### src/hdl/touch_report_tracker_unit_assert.svh
// ----------------------------------------------------------------------------
// Touch report tracker assertion macros
// Concurrent check helpers; they expand to nothing in synthesis.
// ----------------------------------------------------------------------------
`ifndef TOUCH_REPORT_TRACKER_UNIT_ASSERT_SVH
`define TOUCH_REPORT_TRACKER_UNIT_ASSERT_SVH
`ifndef SYNTHESIS
`define TRK_ASSERT_NOW(label, clk, rst, pre, post) \
   label: assert property (@(posedge clk) disable iff (rst) (pre) |-> (post)) \
      else $error("touch tracker check failed");
`define TRK_ASSERT_NEXT(label, clk, rst, pre, post) \
   label: assert property (@(posedge clk) disable iff (rst) (pre) |=> (post)) \
      else $error("touch tracker check failed");
`else
`define TRK_ASSERT_NOW(label, clk, rst, pre, post)
`define TRK_ASSERT_NEXT(label, clk, rst, pre, post)
`endif
`endif

### src/hdl/trk_pkg.sv
// ----------------------------------------------------------------------------
// Touch report tracker package
// Shared types and constants of the tracker lanes, merge stage and top level.
// ----------------------------------------------------------------------------
package trk_pkg;

   localparam int SLOTS      = 5;
   localparam int MAX_POINTS = 5;

   localparam logic [7:0]  WRAP_LIMIT  = 8'd240;
   localparam logic [7:0]  FLAG_DOWN   = 8'h80;
   localparam logic [7:0]  FLAG_CAUGHT = 8'h40;
   localparam logic [7:0]  MASK_KEEP   = 8'hE0;
   localparam logic [15:0] COORD_NONE  = 16'hFFFF;

   localparam logic [15:0] WIDTH_RESET  = 16'd240;
   localparam logic [15:0] HEIGHT_RESET = 16'd320;

   localparam logic [1:0] CSR_WIDTH  = 2'd0;
   localparam logic [1:0] CSR_HEIGHT = 2'd1;
   localparam logic [1:0] CSR_ORIENT = 2'd2;

   typedef enum logic [1:0] {
      ORIENT_DIRECT  = 2'd0,
      ORIENT_MIRROR  = 2'd1,
      ORIENT_SWAP_YM = 2'd2,
      ORIENT_SWAP_XM = 2'd3
   } orient_type;

   typedef struct packed {
      logic [15:0] x;
      logic [15:0] y;
   } point_type;

   typedef struct packed {
      logic [7:0] mask;
      logic       clear_req;
      logic       restart;
   } merge_ctl_type;

endpackage

### src/hdl/trk_lane.sv
// ----------------------------------------------------------------------------
// Touch report tracker lane
// Maps the raw word pair of one point into screen coordinates.
// ----------------------------------------------------------------------------
module trk_lane (
   input  logic [15:0]          first_word,
   input  logic [15:0]          second_word,
   input  trk_pkg::orient_type  orientation,
   input  logic [15:0]          screen_width,
   input  logic [15:0]          screen_height,
   output trk_pkg::point_type   point
);
   import trk_pkg::*;

   always_comb begin
      case (orientation)
         ORIENT_DIRECT: begin
            point.x = first_word;
            point.y = second_word;
         end
         ORIENT_MIRROR: begin
            point.x = screen_width - first_word;
            point.y = screen_height - second_word;
         end
         ORIENT_SWAP_YM: begin
            point.x = second_word;
            point.y = screen_height - first_word;
         end
         default: begin
            point.x = screen_width - second_word;
            point.y = first_word;
         end
      endcase
   end

endmodule

### src/hdl/trk_merge.sv
// ----------------------------------------------------------------------------
// Touch report tracker merge stage
// Combines the lane results with the stored state: valid mask, point 0
// recovery and press/release tracking.
// ----------------------------------------------------------------------------
module trk_merge (
   input  logic                                      sampled,
   input  logic [7:0]                                status_byte,
   input  logic [7:0]                                cur_mask,
   input  trk_pkg::point_type [trk_pkg::SLOTS-1:0]   cur_pts,
   input  trk_pkg::point_type [trk_pkg::SLOTS-1:0]   lane_pts,
   input  logic [15:0]                               screen_width,
   input  logic [15:0]                               screen_height,
   output trk_pkg::point_type [trk_pkg::SLOTS-1:0]   next_pts,
   output trk_pkg::merge_ctl_type                    ctl
);
   import trk_pkg::*;

   logic [3:0] count;
   logic       count_ok;
   logic       take;
   logic       out_of_screen;
   logic       release_chk;
   logic [7:0] low_mask;
   logic [7:0] take_mask;
   logic [7:0] mask_mid;

   assign count    = status_byte[3:0];
   assign count_ok = (count <= 4'(MAX_POINTS));
   assign take     = sampled && (count != 4'd0) && count_ok;

   always_comb begin
      for (int i = 0; i < 8; i++) begin
         low_mask[i] = (4'(i) < count);
      end
   end

   assign take_mask     = low_mask | FLAG_DOWN | FLAG_CAUGHT;
   assign out_of_screen = (lane_pts[0].x > screen_width) || (lane_pts[0].y > screen_height);

   always_comb begin
      next_pts      = cur_pts;
      mask_mid      = cur_mask;
      ctl.restart   = 1'b0;
      ctl.clear_req = sampled && status_byte[7] && count_ok;
      release_chk   = sampled && status_byte[7] && (count == 4'd0);
      if (take) begin
         // slot 4 holds the previous point 0 unless a fifth point lands there
         next_pts[SLOTS-1] = cur_pts[0];
         for (int i = 0; i < SLOTS; i++) begin
            if (take_mask[i]) begin
               next_pts[i] = lane_pts[i];
            end
         end
         mask_mid = take_mask;
         if (out_of_screen) begin
            if (count > 4'd1) begin
               next_pts[0] = lane_pts[1];
               ctl.restart = 1'b1;
            end else begin
               // single point off screen: undo point 0 and the mask, handle as ready, no points
               next_pts[0] = cur_pts[0];
               mask_mid    = cur_mask;
               release_chk = 1'b1;
            end
         end else begin
            ctl.restart = 1'b1;
         end
      end
      ctl.mask = mask_mid;
      if (release_chk) begin
         if (mask_mid[7]) begin
            ctl.mask = mask_mid & ~FLAG_DOWN;
         end else begin
            next_pts[0].x = COORD_NONE;
            next_pts[0].y = COORD_NONE;
            ctl.mask      = mask_mid & MASK_KEEP;
         end
      end
   end

endmodule

### src/hdl/touch_report_tracker_unit.sv
// ----------------------------------------------------------------------------
// Touch report tracker unit
// Poll gating, per-point coordinate lanes and press/release tracking for a
// five-point touch controller.
// ----------------------------------------------------------------------------
// Usage:
//   req_*  : one poll item per handshake (status byte plus five raw word
//            pairs), accepted when req_valid is high and req_stall is low.
//   rsp_*  : one result item per poll: status mask, clear request and the
//            stored coordinates of all five slots after that poll.
//   csr_*  : screen width, height and orientation; write only while idle.
// The result of an item accepted at one edge is registered and valid after
// that edge. One item per cycle is sustained while rsp_stall is low; the five
// mapping lanes and the merge stage are combinational, closing the state loop.
// The result sits in an output register. While rsp_stall holds a waiting
// result, req_stall is raised and no new item is taken; once the result
// leaves, an item is accepted in the same cycle.
// Reset clears the poll counter, mask and stored points and restores the
// configuration to 240 x 320, direct orientation.
// ----------------------------------------------------------------------------
module touch_report_tracker_unit #(
   parameter int POLL_DIVIDER = 10
) (
   input  logic        clock,
   input  logic        reset,
   input  logic        csr_write,
   input  logic [1:0]  csr_index,
   input  logic [15:0] csr_wdata,
   input  logic        req_valid,
   output logic        req_stall,
   input  logic [7:0]  req_status_byte,
   input  logic [15:0] req_first_word_0,
   input  logic [15:0] req_second_word_0,
   input  logic [15:0] req_first_word_1,
   input  logic [15:0] req_second_word_1,
   input  logic [15:0] req_first_word_2,
   input  logic [15:0] req_second_word_2,
   input  logic [15:0] req_first_word_3,
   input  logic [15:0] req_second_word_3,
   input  logic [15:0] req_first_word_4,
   input  logic [15:0] req_second_word_4,
   output logic        rsp_valid,
   input  logic        rsp_stall,
   output logic [7:0]  rsp_touch_status,
   output logic        rsp_clear_request,
   output logic [15:0] rsp_pos_x_0,
   output logic [15:0] rsp_pos_y_0,
   output logic [15:0] rsp_pos_x_1,
   output logic [15:0] rsp_pos_y_1,
   output logic [15:0] rsp_pos_x_2,
   output logic [15:0] rsp_pos_y_2,
   output logic [15:0] rsp_pos_x_3,
   output logic [15:0] rsp_pos_y_3,
   output logic [15:0] rsp_pos_x_4,
   output logic [15:0] rsp_pos_y_4
);
   import trk_pkg::*;

`include "touch_report_tracker_unit_assert.svh"

   localparam int               REM_W     = (POLL_DIVIDER > 1) ? $clog2(POLL_DIVIDER) : 1;
   localparam logic [REM_W-1:0] REM_LAST  = REM_W'(POLL_DIVIDER - 1);
   localparam logic [7:0]       DIV_COUNT = 8'(POLL_DIVIDER);

   logic [15:0]                width_ff, width_in;
   logic [15:0]                height_ff, height_in;
   orient_type                 orient_ff, orient_in;

   logic [7:0]                 poll_count_ff, poll_count_in;
   logic [REM_W-1:0]           rem_ff, rem_in;
   logic [7:0]                 mask_ff, mask_in;
   point_type [SLOTS-1:0]      pts_ff, pts_in;
   logic                       clr_ff, clr_in;
   logic                       rsp_valid_ff, rsp_valid_in;

   logic                       req_accept;
   logic [7:0]                 tick;
   logic                       sampled;
   logic [15:0]                first_w [SLOTS];
   logic [15:0]                second_w [SLOTS];
   point_type [SLOTS-1:0]      lane_pts;
   point_type [SLOTS-1:0]      merge_pts;
   merge_ctl_type              merge_ctl;

   assign req_stall  = rsp_valid_ff && rsp_stall;
   assign req_accept = req_valid && !req_stall;

   assign first_w[0]  = req_first_word_0;
   assign second_w[0] = req_second_word_0;
   assign first_w[1]  = req_first_word_1;
   assign second_w[1] = req_second_word_1;
   assign first_w[2]  = req_first_word_2;
   assign second_w[2] = req_second_word_2;
   assign first_w[3]  = req_first_word_3;
   assign second_w[3] = req_second_word_3;
   assign first_w[4]  = req_first_word_4;
   assign second_w[4] = req_second_word_4;

   for (genvar g = 0; g < SLOTS; g++) begin : g_lane
      trk_lane u_lane (
         .first_word    (first_w[g]),
         .second_word   (second_w[g]),
         .orientation   (orient_ff),
         .screen_width  (width_ff),
         .screen_height (height_ff),
         .point         (lane_pts[g])
      );
   end

   // count never passes the wrap limit, so the increment cannot overflow;
   // rem_ff tracks poll_count modulo the divider
   assign tick    = poll_count_ff + 8'd1;
   assign sampled = (rem_ff == REM_LAST) || (tick < DIV_COUNT);

   trk_merge u_merge (
      .sampled       (sampled),
      .status_byte   (req_status_byte),
      .cur_mask      (mask_ff),
      .cur_pts       (pts_ff),
      .lane_pts      (lane_pts),
      .screen_width  (width_ff),
      .screen_height (height_ff),
      .next_pts      (merge_pts),
      .ctl           (merge_ctl)
   );

   always_comb begin
      width_in  = width_ff;
      height_in = height_ff;
      orient_in = orient_ff;
      if (csr_write) begin
         case (csr_index)
            CSR_WIDTH:  width_in  = csr_wdata;
            CSR_HEIGHT: height_in = csr_wdata;
            CSR_ORIENT: orient_in = orient_type'(csr_wdata[1:0]);
            default:    ;
         endcase
      end
   end

   always_comb begin
      poll_count_in = poll_count_ff;
      rem_in        = rem_ff;
      mask_in       = mask_ff;
      pts_in        = pts_ff;
      clr_in        = clr_ff;
      if (req_accept) begin
         mask_in = merge_ctl.mask;
         pts_in  = merge_pts;
         clr_in  = merge_ctl.clear_req;
         if (merge_ctl.restart) begin
            poll_count_in = 8'd0;
            rem_in        = '0;
         end else if (tick > WRAP_LIMIT) begin
            poll_count_in = DIV_COUNT;
            rem_in        = '0;
         end else begin
            poll_count_in = tick;
            rem_in        = (rem_ff == REM_LAST) ? '0 : rem_ff + 1'b1;
         end
      end
      rsp_valid_in = req_accept || (rsp_valid_ff && rsp_stall);
   end

   always_ff @(posedge clock) begin
      if (reset) begin
         width_ff      <= WIDTH_RESET;
         height_ff     <= HEIGHT_RESET;
         orient_ff     <= ORIENT_DIRECT;
         poll_count_ff <= 8'd0;
         rem_ff        <= '0;
         mask_ff       <= 8'd0;
         pts_ff        <= '0;
         clr_ff        <= 1'b0;
         rsp_valid_ff  <= 1'b0;
      end else begin
         width_ff      <= width_in;
         height_ff     <= height_in;
         orient_ff     <= orient_in;
         poll_count_ff <= poll_count_in;
         rem_ff        <= rem_in;
         mask_ff       <= mask_in;
         pts_ff        <= pts_in;
         clr_ff        <= clr_in;
         rsp_valid_ff  <= rsp_valid_in;
      end
   end

   assign rsp_valid         = rsp_valid_ff;
   assign rsp_touch_status  = mask_ff;
   assign rsp_clear_request = clr_ff;
   assign rsp_pos_x_0       = pts_ff[0].x;
   assign rsp_pos_y_0       = pts_ff[0].y;
   assign rsp_pos_x_1       = pts_ff[1].x;
   assign rsp_pos_y_1       = pts_ff[1].y;
   assign rsp_pos_x_2       = pts_ff[2].x;
   assign rsp_pos_y_2       = pts_ff[2].y;
   assign rsp_pos_x_3       = pts_ff[3].x;
   assign rsp_pos_y_3       = pts_ff[3].y;
   assign rsp_pos_x_4       = pts_ff[4].x;
   assign rsp_pos_y_4       = pts_ff[4].y;

   `TRK_ASSERT_NOW(a_count_range, clock, reset, 1'b1, poll_count_ff <= WRAP_LIMIT)
   `TRK_ASSERT_NOW(a_rem_zero, clock, reset, poll_count_ff == 8'd0, rem_ff == '0)
   `TRK_ASSERT_NOW(a_hold_blocks, clock, reset, rsp_valid_ff && rsp_stall, !req_accept)
   `TRK_ASSERT_NEXT(a_result_follows, clock, reset, req_accept, rsp_valid_ff)
   `TRK_ASSERT_NEXT(a_clear_needs_ready, clock, reset, req_accept && !req_status_byte[7],
                    !clr_ff)

endmodule
### config.mk
export PLATFORM = sky130hd
export DESIGN_NAME = touch_report_tracker_unit
export DESIGN_NICKNAME = d
export VERILOG_FILES = /design/src/hdl/trk_pkg.sv /design/src/hdl/trk_lane.sv /design/src/hdl/trk_merge.sv /design/src/hdl/touch_report_tracker_unit.sv
export VERILOG_INCLUDE_DIRS = /design/src /design/src/hdl
export SDC_FILE = /design/constraint.sdc
export NUM_CORES = 1
export LEC_CHECK = 0
export BUFFER_PORTS_ARGS = -buffer_cell sky130_fd_sc_hd__buf_2
export CAP_MARGIN = 10
export CORE_MARGIN = 2
export CORE_UTILIZATION = 45
export DETAILED_ROUTE_END_ITERATION = 8
export PLACE_DENSITY_LB_ADDON = 0.08
export SYNTH_ARGS = -nofsm -noshare
export SYNTH_HDL_FRONTEND = slang
export SYNTH_HIERARCHICAL = 1
export SYNTH_SLANG_ARGS = --single-unit
### constraint.sdc
create_clock -name clock -period 6.6 [get_ports clock]
set_input_delay 1.32 -clock clock [delete_from_list [all_inputs] [get_ports clock]]
set_output_delay 1.32 -clock clock [all_outputs]
set_load 0.01 [all_outputs]
==> impl_results.rst, run 1 <==
.. list-table::
   :header-rows: 1

   * - Metric
     - Value
   * - Outcome
     - complete, no violations
   * - Path class of the lowest-slack min-delay path
     - flip-flop to flip-flop
   * - Longest individual stage delay on the worst path
     - 470 ps
   * - Slew Viols, Final
     - 0
   * - Remaining number of nets flagged by the antenna check after routing
     - 0
   * - Post-synthesis adder-cell area fraction
     - 10.7%
   * - Fin nets
     - ~4,100
   * - Share of synthesized flip-flops with an asynchronous set or reset
     - 0%
   * - Mapped cell area
     - 0.0248 sq mm
   * - Top-count cell post-synth
     - sky130_fd_sc_hd__nand2_1
   * - Simple logic cell fraction of the synthesized area
     - 23.2%
   * - Fmax
     - 0.162 GHz
   * - Final global-route overflow total
     - 0
   * - Remaining design rule violation count
     - 0
   * - Number of nets produced by synthesis
     - around 3,800
   * - Ratio of cells with drive above 1 in the final layout
     - 17.5%
   * - Final RePlAce weighted congestion
     - ~0.96
   * - Slew of the pin with the lowest slew margin
     - 1180 ps
   * - Portion of the post-synthesis area used by sequential elements
     - 17.5%
   * - Final clock period utilization by the worst path
     - 93.4%
   * - Mux cell area share after synthesis
     - approximately 15%
   * - Die X-Extent
     - about 240 microns
   * - Wirelength, routed
     - 102,000 microns
   * - Number of sinks on the clock net
     - 216
   * - Synth unique cells
     - 99
   * - Register-to-register setup slack
     - around 430 ps
   * - Rel. slew slack
     - 21.6%
   * - Total setup violations reported at the end of the flow
     - 0
   * - P&R area growth vs syn
     - 14.0%
   * - Die H
     - 239 microns
   * - Post-layout minimum cycle time
     - 6170 ps
   * - Row count
     - 85
   * - Post-DP HPWL
     - 76,600 microns
   * - Count of instances resized after the clock tree is built
     - 0
   * - Leakage dissipation
     - 0.0126 uW
   * - CP Max Fanout
     - 17
   * - Wire length of the first global-routing pass
     - 149,000 microns
   * - Destination of the critical timing path
     - poll_count_ff[4]
   * - Post-Route Skew
     - 13.0 ps
   * - Top cells by instance count after synthesis
     - 759 x sky130_fd_sc_hd__nand2_1, 413 x sky130_fd_sc_hd__a21oi_1, 252 x sky130_fd_sc_hd__mux2i_1
   * - Vias in the first global route
     - 24,200
   * - Deepest level of the CTS H-tree
     - 1
   * - Number of antenna violations at the first check in global routing
     - 17
   * - Routed length per instance
     - 23.0 microns
   * - Cell type with the largest total area after synthesis
     - sky130_fd_sc_hd__dfxtp_1
   * - Most used DFF post-synth
     - sky130_fd_sc_hd__dfxtp_1
   * - Synthesized area per cell
     - between 7 and 8 sq um
   * - Count of flip-flops with a built-in enable after synthesis
     - 0
   * - Later-pin clock latency in the skew report
     - 580 ps
   * - Clk pin slew, worst setup/hold paths
     - 60 ps
   * - Largest net degree at the start of global routing
     - 157
   * - Post-Syn Instances
     - 3,429
   * - Synth Area in XOR/XNOR
     - 2.94%
   * - Yosys warning count
     - 6
   * - Classification of the worst setup path
     - flip-flop to flip-flop
   * - Initial core utilization
     - 45.7%
   * - First-pass DRT Iterations
     - 6
   * - DRC violation total after the first TritonRoute iteration
     - 2,272
   * - Boundary Pins
     - 362
   * - PD cells
     - 173 mW/mm^2
   * - Placeable core region
     - 0.0541 sq mm
   * - Share of the synthesized area in compound gates (AO/OA/AOI/OAI)
     - 26.1%
   * - Source of the critical timing path
     - orient_ff[0]
   * - Final-report hold violation count
     - 0
   * - Data required time of the critical path
     - approximately 7100 ps
   * - Number of buffers inserted during clock tree synthesis
     - 28
   * - Share of the synthesized area in the top cell type
     - roughly 17%
   * - Clock root cell
     - sky130_fd_sc_hd__clkbuf_16
   * - CTS hold repair buffers
     - 0
   * - Switching part of the total power
     - roughly 37%
   * - Number of register bits inferred by synthesis
     - 216
   * - Number of maximum-capacitance violations
     - 0
   * - CTS tree
     - built
   * - Endpoint of the lowest-slack register-to-register path
     - poll_count_ff[4]
   * - Post-CTS setup buffers
     - 0
   * - Portion of total power attributed to combinational logic
     - between 30 and 40%
   * - Total global routing track utilization
     - between 30% and 40%
   * - Placed insts
     - 4,347
   * - Worst reg2reg path startpoint
     - orient_ff[0]
   * - Die Area
     - about 0.057 sq mm
   * - End-of-flow core utilization
     - approximately 52%
   * - Standard cell with the maximum stage delay on the critical path
     - sky130_fd_sc_hd__dfxtp_4
   * - Cell count of the worst reg-to-reg path
     - 22
   * - Worst IR Drop VDD
     - 0.219 mV
   * - Via count normalized by instance count
     - 6.12
   * - Dominant combinational cell family by area after synthesis
     - compound AO/OA/AOI/OAI gates
   * - Ranking of synthesized cells by area
     - sky130_fd_sc_hd__dfxtp_1 17%, sky130_fd_sc_hd__nand2_1 12%, sky130_fd_sc_hd__mux2i_1 10%
   * - Type of element launching the critical path
     - flip-flop
   * - Internal power consumption
     - slightly above 3000 uW
   * - Sum of negative setup slack
     - 0 ps
   * - Chain of cells forming the critical path
     - nand2_1 -> mux2_2 -> ha_1 -> fa_1 -> nor2b_1 -> o21a_1 -> o21ai_1 -> a21oi_1 -> o2bb2ai_1 -> mux2i_1 -> nor4_1 -> buf_4 -> ha_1 -> nand4_1 -> a2111o_1 -> a31oi_4 -> o21ai_4 -> nand2_1 -> inv_1 -> a21oi_2 -> o21ai_0 -> a21oi_1
   * - Clock network power share
     - 34.9%
   * - Unrepaired setup endpoints after global routing
     - no
   * - Kind of capture point of the worst setup path
     - flip-flop
   * - Vias
     - 27,000
   * - Overall power of the completed layout
     - 4870 uW
   * - Number of cells traversed by the worst hold path
     - 2
   * - Sequential Power Share
     - 29.6%
   * - Count of port buffers added during placement
     - 358
   * - NetSw
     - 1790 uW
   * - Bufs on Longest Clock Path
     - 3
   * - Final std cells w/o fill
     - 4,408
   * - Worst Path Arrival
     - 6660 ps
==> state kept, by name, summed over array words and instances (netlist names), 16 cells and up <==
register / cells
rsp_pos_x_2: 16
rsp_pos_x_4: 16
rsp_pos_y_2: 16
rsp_pos_y_3: 16
height_ff: 16
width_ff: 16
rsp_pos_x_3: 16
rsp_pos_y_0: 16
rsp_pos_x_1: 16
rsp_pos_x_0: 16
rsp_pos_y_1: 16
rsp_pos_y_4: 16
==> logic make-up (layout without fill, tap and decap cells) <==
kind of cell / after synthesis / in the layout
buffers and inverters: 309 / 581
and+or+nand+nor: 1254 / 1254
adders and majority gates: 205 / 205
muxes: 347 / 347
other: 0 / 11
DFF: 216 / 216
xor gates and xnor gates: 83 / 83
AOI/OAI and AO/OA: 1015 / 1015
==> power groups by stage <==
| stage | logic (uW) | registers (uW) | clock network [uW] |
|---|---|---|---|
| 2_1_floorplan | 1140 | 1460 | 0 |
| 3_3_place_gp | 1670 | 1460 | 0 |
| 3_5_place_dp | 1690 | 1470 | 0 |
| 4_1_cts | 1700 | 1440 | 1730 |
| 5_1_grt | 1890 | 1450 | 1780 |
| 6_report | 1730 | 1440 | 1700 |
==> layout make-up <==
class	instances	area, sq um
fillers	5424	25900
multi-input cells	2904	19200
flip-flops and latches	216	4330
repair buffers	434	2420
well taps	696	871
clock buffers	40	817
inverters	97	364
clock inverters	10	184
diodes	11	27.5
==> cells in the final DEF (no fill, tap or decap), types with 17 or more instances in the layout <==
cell                          n
sky130_fd_sc_hd__a31oi_1     49
sky130_fd_sc_hd__ha_1       195
sky130_fd_sc_hd__xor2_1      38
sky130_fd_sc_hd__nor2_1     114
sky130_fd_sc_hd__o211ai_1    26
sky130_fd_sc_hd__a21o_1      33
sky130_fd_sc_hd__nor3_1      35
sky130_fd_sc_hd__dfxtp_1    214
sky130_fd_sc_hd__o21a_1      27
sky130_fd_sc_hd__inv_1       92
sky130_fd_sc_hd__nand3_1     51
sky130_fd_sc_hd__a211o_1     33
sky130_fd_sc_hd__or3_1       17
sky130_fd_sc_hd__a21oi_1    412
sky130_fd_sc_hd__nand2_1    758
sky130_fd_sc_hd__nand4_1     22
sky130_fd_sc_hd__mux2_2      95
sky130_fd_sc_hd__mux2i_1    252
sky130_fd_sc_hd__xnor2_1     45
sky130_fd_sc_hd__a311oi_1    17
sky130_fd_sc_hd__nand3b_1    19
sky130_fd_sc_hd__buf_2      357
sky130_fd_sc_hd__a211oi_1    85
sky130_fd_sc_hd__nand2b_1    46
sky130_fd_sc_hd__nor2b_1     84
sky130_fd_sc_hd__o21ai_0    168
sky130_fd_sc_hd__clkbuf_16   29
sky130_fd_sc_hd__buf_4       72
==> worst max-delay path, delay by kind of cell, from the launching register on <==
family	cells	cell delay, ps
AOI/OAI and AO/OA	10	2410
adders and majority gates	3	780
buffers and inverters	2	320
DFF	1	470
muxes	2	570
and+or+nand+nor	5	1530
==> through the flow <==
step | instance area, sq um | setup WS [ps] | hold slack (ps)
2_1_floorplan | 24800 | 1020 | 462
3_3_place_gp | 27200 | 138 | 449
3_5_place_dp | 27200 | 31.2 | 459
4_1_cts | 28200 | 511 | 467
5_1_grt | 28200 | 3.06 | 484
6_report | 28200 | 432 | 465
==> how the worst min path moves through the flow <==
stage / start / to
floorplan: rem_ff[1] / rem_ff[1]
global placement: rsp_clear_request / rsp_clear_request
detailed placement: rsp_pos_y_1[3] / rsp_pos_y_1[3]
CTS: rsp_pos_y_1[3] / rsp_pos_y_1[3]
global route: rsp_pos_y_2[4] / rsp_pos_y_2[4]
finish: rsp_pos_x_3[8] / rsp_pos_x_3[8]
==> per-layer routing <==
| layer | GRT usage [%] | wire length (microns) | up-vias |
|---|---|---|---|
| li1 | - | - | 12900 |
| met1 | 47.7 | 45400 | 12900 |
| met2 | 51.4 | 43500 | 1026 |
| met3 | 7.67 | 9100 | 171 |
| met4 | 11.6 | 3390 | 16 |
| met5 | 0 | 108 | - |
(Power assumes the default switching activity.)
==> inputs of run 2 (changes only) <==
GPL_TIMING_DRIVEN = 0   (was not set)
SYNTH_HIERARCHICAL = not set   (was 1)
==> impl_results.rst, run 2 <==
.. list-table::
   :header-rows: 1

   * - Metric
     - Value
   * - Clk pin slew, worst setup/hold paths
     - 60 ps
   * - Fin nets
     - roughly 3,700
   * - Kind of capture point of the worst setup path
     - flip-flop
   * - Clock root cell
     - sky130_fd_sc_hd__clkbuf_16
   * - Ranking of synthesized cells by area
     - sky130_fd_sc_hd__dfxtp_1 20%, sky130_fd_sc_hd__ha_1 11%, sky130_fd_sc_hd__mux2i_1 10%
   * - Bufs on Longest Clock Path
     - 3
   * - Share of the synthesized area in the top cell type
     - around a fifth
   * - Most used DFF post-synth
     - sky130_fd_sc_hd__dfxtp_1
   * - Largest net degree at the start of global routing
     - 20
   * - Number of buffer and inverter stages on the critical path
     - 5
   * - Number of antenna violations at the first check in global routing
     - 15
   * - Standard cell with the maximum stage delay on the critical path
     - sky130_fd_sc_hd__clkbuf_1
   * - Number of sinks on the clock net
     - 216
   * - Remaining design rule violation count
     - 0
   * - Fin worst setup slack
     - -305 ps
   * - Cell type group with the largest total delay on the critical path
     - buffers and inverters
   * - Ratio of cells with drive above 1 in the final layout
     - 16.8%
   * - Mapped cell area
     - between 0.02 and 0.025 sq mm
   * - Portion of the post-synthesis area used by sequential elements
     - 20.0%
   * - Worst reg2reg path startpoint
     - orient_ff[0]
   * - Synthesized area per cell
     - approximately 7.4 sq um
   * - Initial core utilization
     - ~45%
   * - Number of maximum-capacitance violations
     - 0
   * - Row count
     - 80
   * - Count of port buffers added during placement
     - 355
   * - Register-to-register setup slack
     - -300 ps
   * - Vias
     - 27,300
   * - Data required time of the critical path
     - between 7000 and 8000 ps
   * - Vias in the first global route
     - 24,600
   * - Destination of the critical timing path
     - rsp_pos_x_0[9]
   * - PD cells
     - approximately 190 mW/mm^2
   * - Rel. slew slack
     - 2.29%
   * - Number of register bits inferred by synthesis
     - 216
   * - Number of nets produced by synthesis
     - approximately 3,300
   * - Cell seen most often among critical-path stages
     - sky130_fd_sc_hd__clkbuf_1
   * - Final clock period utilization by the worst path
     - 105%
   * - Final Instance Area
     - between 0.02 and 0.03 sq mm
   * - Worst Path Arrival
     - roughly 7400 ps
   * - DRC violation total after the first TritonRoute iteration
     - about 4,300
   * - Commonest non-fill, non-tap cells in the layout
     - 368 x sky130_fd_sc_hd__buf_2, 338 x sky130_fd_sc_hd__nand2_1, 286 x sky130_fd_sc_hd__a21oi_1
   * - Path class of the lowest-slack min-delay path
     - flip-flop to flip-flop
   * - Yosys warning count
     - 0
   * - Final global-route overflow total
     - 0
   * - Violated checks
     - setup timing
   * - Wire length of the first global-routing pass
     - 177,000 microns
   * - Post-DP HPWL
     - 99,100 microns
   * - Deepest level of the CTS H-tree
     - 1
   * - Sum of negative setup slack
     - -8820 ps
   * - First-pass DRT Iterations
     - 7
   * - Source of the critical timing path
     - orient_ff[0]
   * - Via count normalized by instance count
     - about 7
   * - Number of cells on the critical path
     - 16
   * - Outcome
     - complete, but fails checks
   * - P&R area growth vs syn
     - 19.7%
   * - Wirelength, routed
     - 129,000 microns
   * - Cell type with the largest total area after synthesis
     - sky130_fd_sc_hd__dfxtp_1
   * - Placed standard-cell area
     - around 0.024 sq mm
   * - Die X-Extent
     - 223 microns
   * - Leakage dissipation
     - around 0.012 uW
   * - Final-report hold violation count
     - 0
   * - Slew Viols, Final
     - 0
   * - Synth unique cells
     - 86
   * - CTS tree
     - built
   * - Cell count of the worst reg-to-reg path
     - 16
   * - Number of buffers inserted during clock tree synthesis
     - 25
   * - Total global routing track utilization
     - 49.6%
   * - Top-count cell post-synth
     - sky130_fd_sc_hd__nand2_1
   * - Remaining number of nets flagged by the antenna check after routing
     - 0
   * - Post-Syn Instances
     - 2,904
   * - Type of element launching the critical path
     - flip-flop
   * - Fmax
     - roughly 0.14 GHz
   * - Slew of the pin with the lowest slew margin
     - 1470 ps
   * - Post-Route Skew
     - 26.7 ps
   * - Share of synthesized flip-flops with an asynchronous set or reset
     - 0%
   * - Worst IR Drop VDD
     - 0.189 mV
   * - Longest individual stage delay on the worst path
     - 1100 ps
   * - Die H
     - 223 microns
   * - Final RePlAce weighted congestion
     - 1.09
   * - Total setup violations reported at the end of the flow
     - 49
   * - Top cells by instance count after synthesis
     - 342 x sky130_fd_sc_hd__nand2_1, 294 x sky130_fd_sc_hd__a21oi_1, 259 x sky130_fd_sc_hd__nor2_1
   * - Boundary Pins
     - 362
   * - Classification of the worst setup path
     - flip-flop to flip-flop
   * - Die Area
     - about 0.050 sq mm
   * - CP Max Fanout
     - 10
   * - Post-layout minimum cycle time
     - 6900 ps
   * - Most common library cell in the layout ignoring fill and taps
     - sky130_fd_sc_hd__buf_2
   * - Count of flip-flops with a built-in enable after synthesis
     - 0
   * - Placeable core region
     - 0.0475 sq mm
   * - Routed length per instance
     - 32.6 microns
   * - Endpoint of the lowest-slack register-to-register path
     - rsp_pos_x_0[9]
   * - Later-pin clock latency in the skew report
     - 580 ps
   * - Chain of cells forming the critical path
     - buf_4 -> clkbuf_1 -> clkbuf_1 -> clkbuf_1 -> o21ai_0 -> ha_1 -> o211ai_1 -> a21oi_1 -> o31ai_1 -> a31oi_4 -> nor2_4 -> buf_8 -> o21ai_4 -> a211oi_4 -> o21ai_0 -> a21oi_1
## run 2: changes by cell type in the layout (fill, tap and decap cells not counted), sizes merged, moves of 15 or more
cell	delta
a211o	-19
nor3	+36
nor2	+143
mux2	-77
clkbuf	+122
nand2b	-18
inv	-15
a211oi	+64
nand2	-418
o211ai	+26
o21ai	-19
mux2i	-35
xnor2	+31
a21oi	-125
## run 2: worst min-delay path, cell delays in order, from the launching register on
cell and delay, ps:
sky130_fd_sc_hd__dfxtp_1 300, sky130_fd_sc_hd__nand2_1 50, sky130_fd_sc_hd__a21oi_1 50
## run 2: worst min-delay path by stage
stage | startpoint | end | slack [ps] | cells past startpoint
after global routing | rsp_pos_y_1[14] | rsp_pos_y_1[14] | 470 | 2
after global placement | rsp_pos_y_2[14] | rsp_pos_y_2[14] | 430 | 1
after floorplan | rem_ff[3] | rem_ff[3] | 440 | 1
after CTS | rsp_pos_x_1[1] | rsp_pos_x_1[1] | 450 | 2
final | rsp_pos_x_1[1] | rsp_pos_x_1[1] | 450 | 2
after detailed placement | rsp_pos_x_1[1] | rsp_pos_x_1[1] | 440 | 2
## run 2: per-layer routing
metal / GRT usage, % / vias to the layer above / wire length, microns
met3: 15.4 / 602 / 18300
met4: 34.4 / 4 / 11000
li1: - / 11500 / -
met1: 63.1 / 12900 / 48200
met2: 71.0 / 2292 / 51500
met5: 0 / - / 24
## run 2: kinds of logic (layout without fill, tap and decap cells)
| kind of cell | Yosys count | count (layout) | synth area share, % |
|---|---|---|---|
| AO/OA/AOI/OAI | 931 | 931 | 27.9 |
| XOR/XNOR | 104 | 104 | 4.22 |
| adder cells (fa/ha/maj) | 195 | 195 | 11.7 |
| buffers and inverters | 263 | 686 | 4.65 |
| flip-flops | 216 | 216 | 20.0 |
| multiplexers | 236 | 236 | 11.1 |
| other | 0 | 16 | 0 |
| AND/OR/NAND/NOR | 959 | 959 | 20.4 |
## run 2: per-stage QoR
stage,utilization (%),setup slack [ps],total power [uW],std cells,hold slack (ps)
floorplan,-,595,2460,2904,435
global placement,50.7,-4120,3100,3874,435
detailed placement,50.7,-4170,3130,3874,444
CTS,53.8,2.04,4660,3932,453
global route,54.2,-11.6,4900,3943,474
finish,54.3,-305,4800,3958,455
## run 2: cell type report
cell class / count / area (sq um)
Fill cell: 4636 / 21700
Multi-Input combinational cell: 2425 / 16600
Sequential cell: 216 / 4330
Timing Repair Buffer: 383 / 2040
Buffer: 179 / 866
Tap cell: 615 / 769
Clock buffer: 30 / 664
Inverter: 79 / 299
Clock inverter: 15 / 203
Antenna cell: 16 / 40.0
## run 2: repair_timing
item / 4_1_cts / 5_1_grt
pin swaps: 23 / 20
hold buffers: 0 / 0
cloned: 0 / 1
setup buffers: 15 / 10
setup endpoints to repair: 52 / 50
gates resized for setup: 128 / 32
## run 2: where the power goes
group / internal [uW] / total [uW] / switching, uW
clock network: 881 / 1500 / 619
logic: 648 / 1830 / 1180
registers: 1370 / 1470 / 98.9
total: 2900 / 4800 / 1900
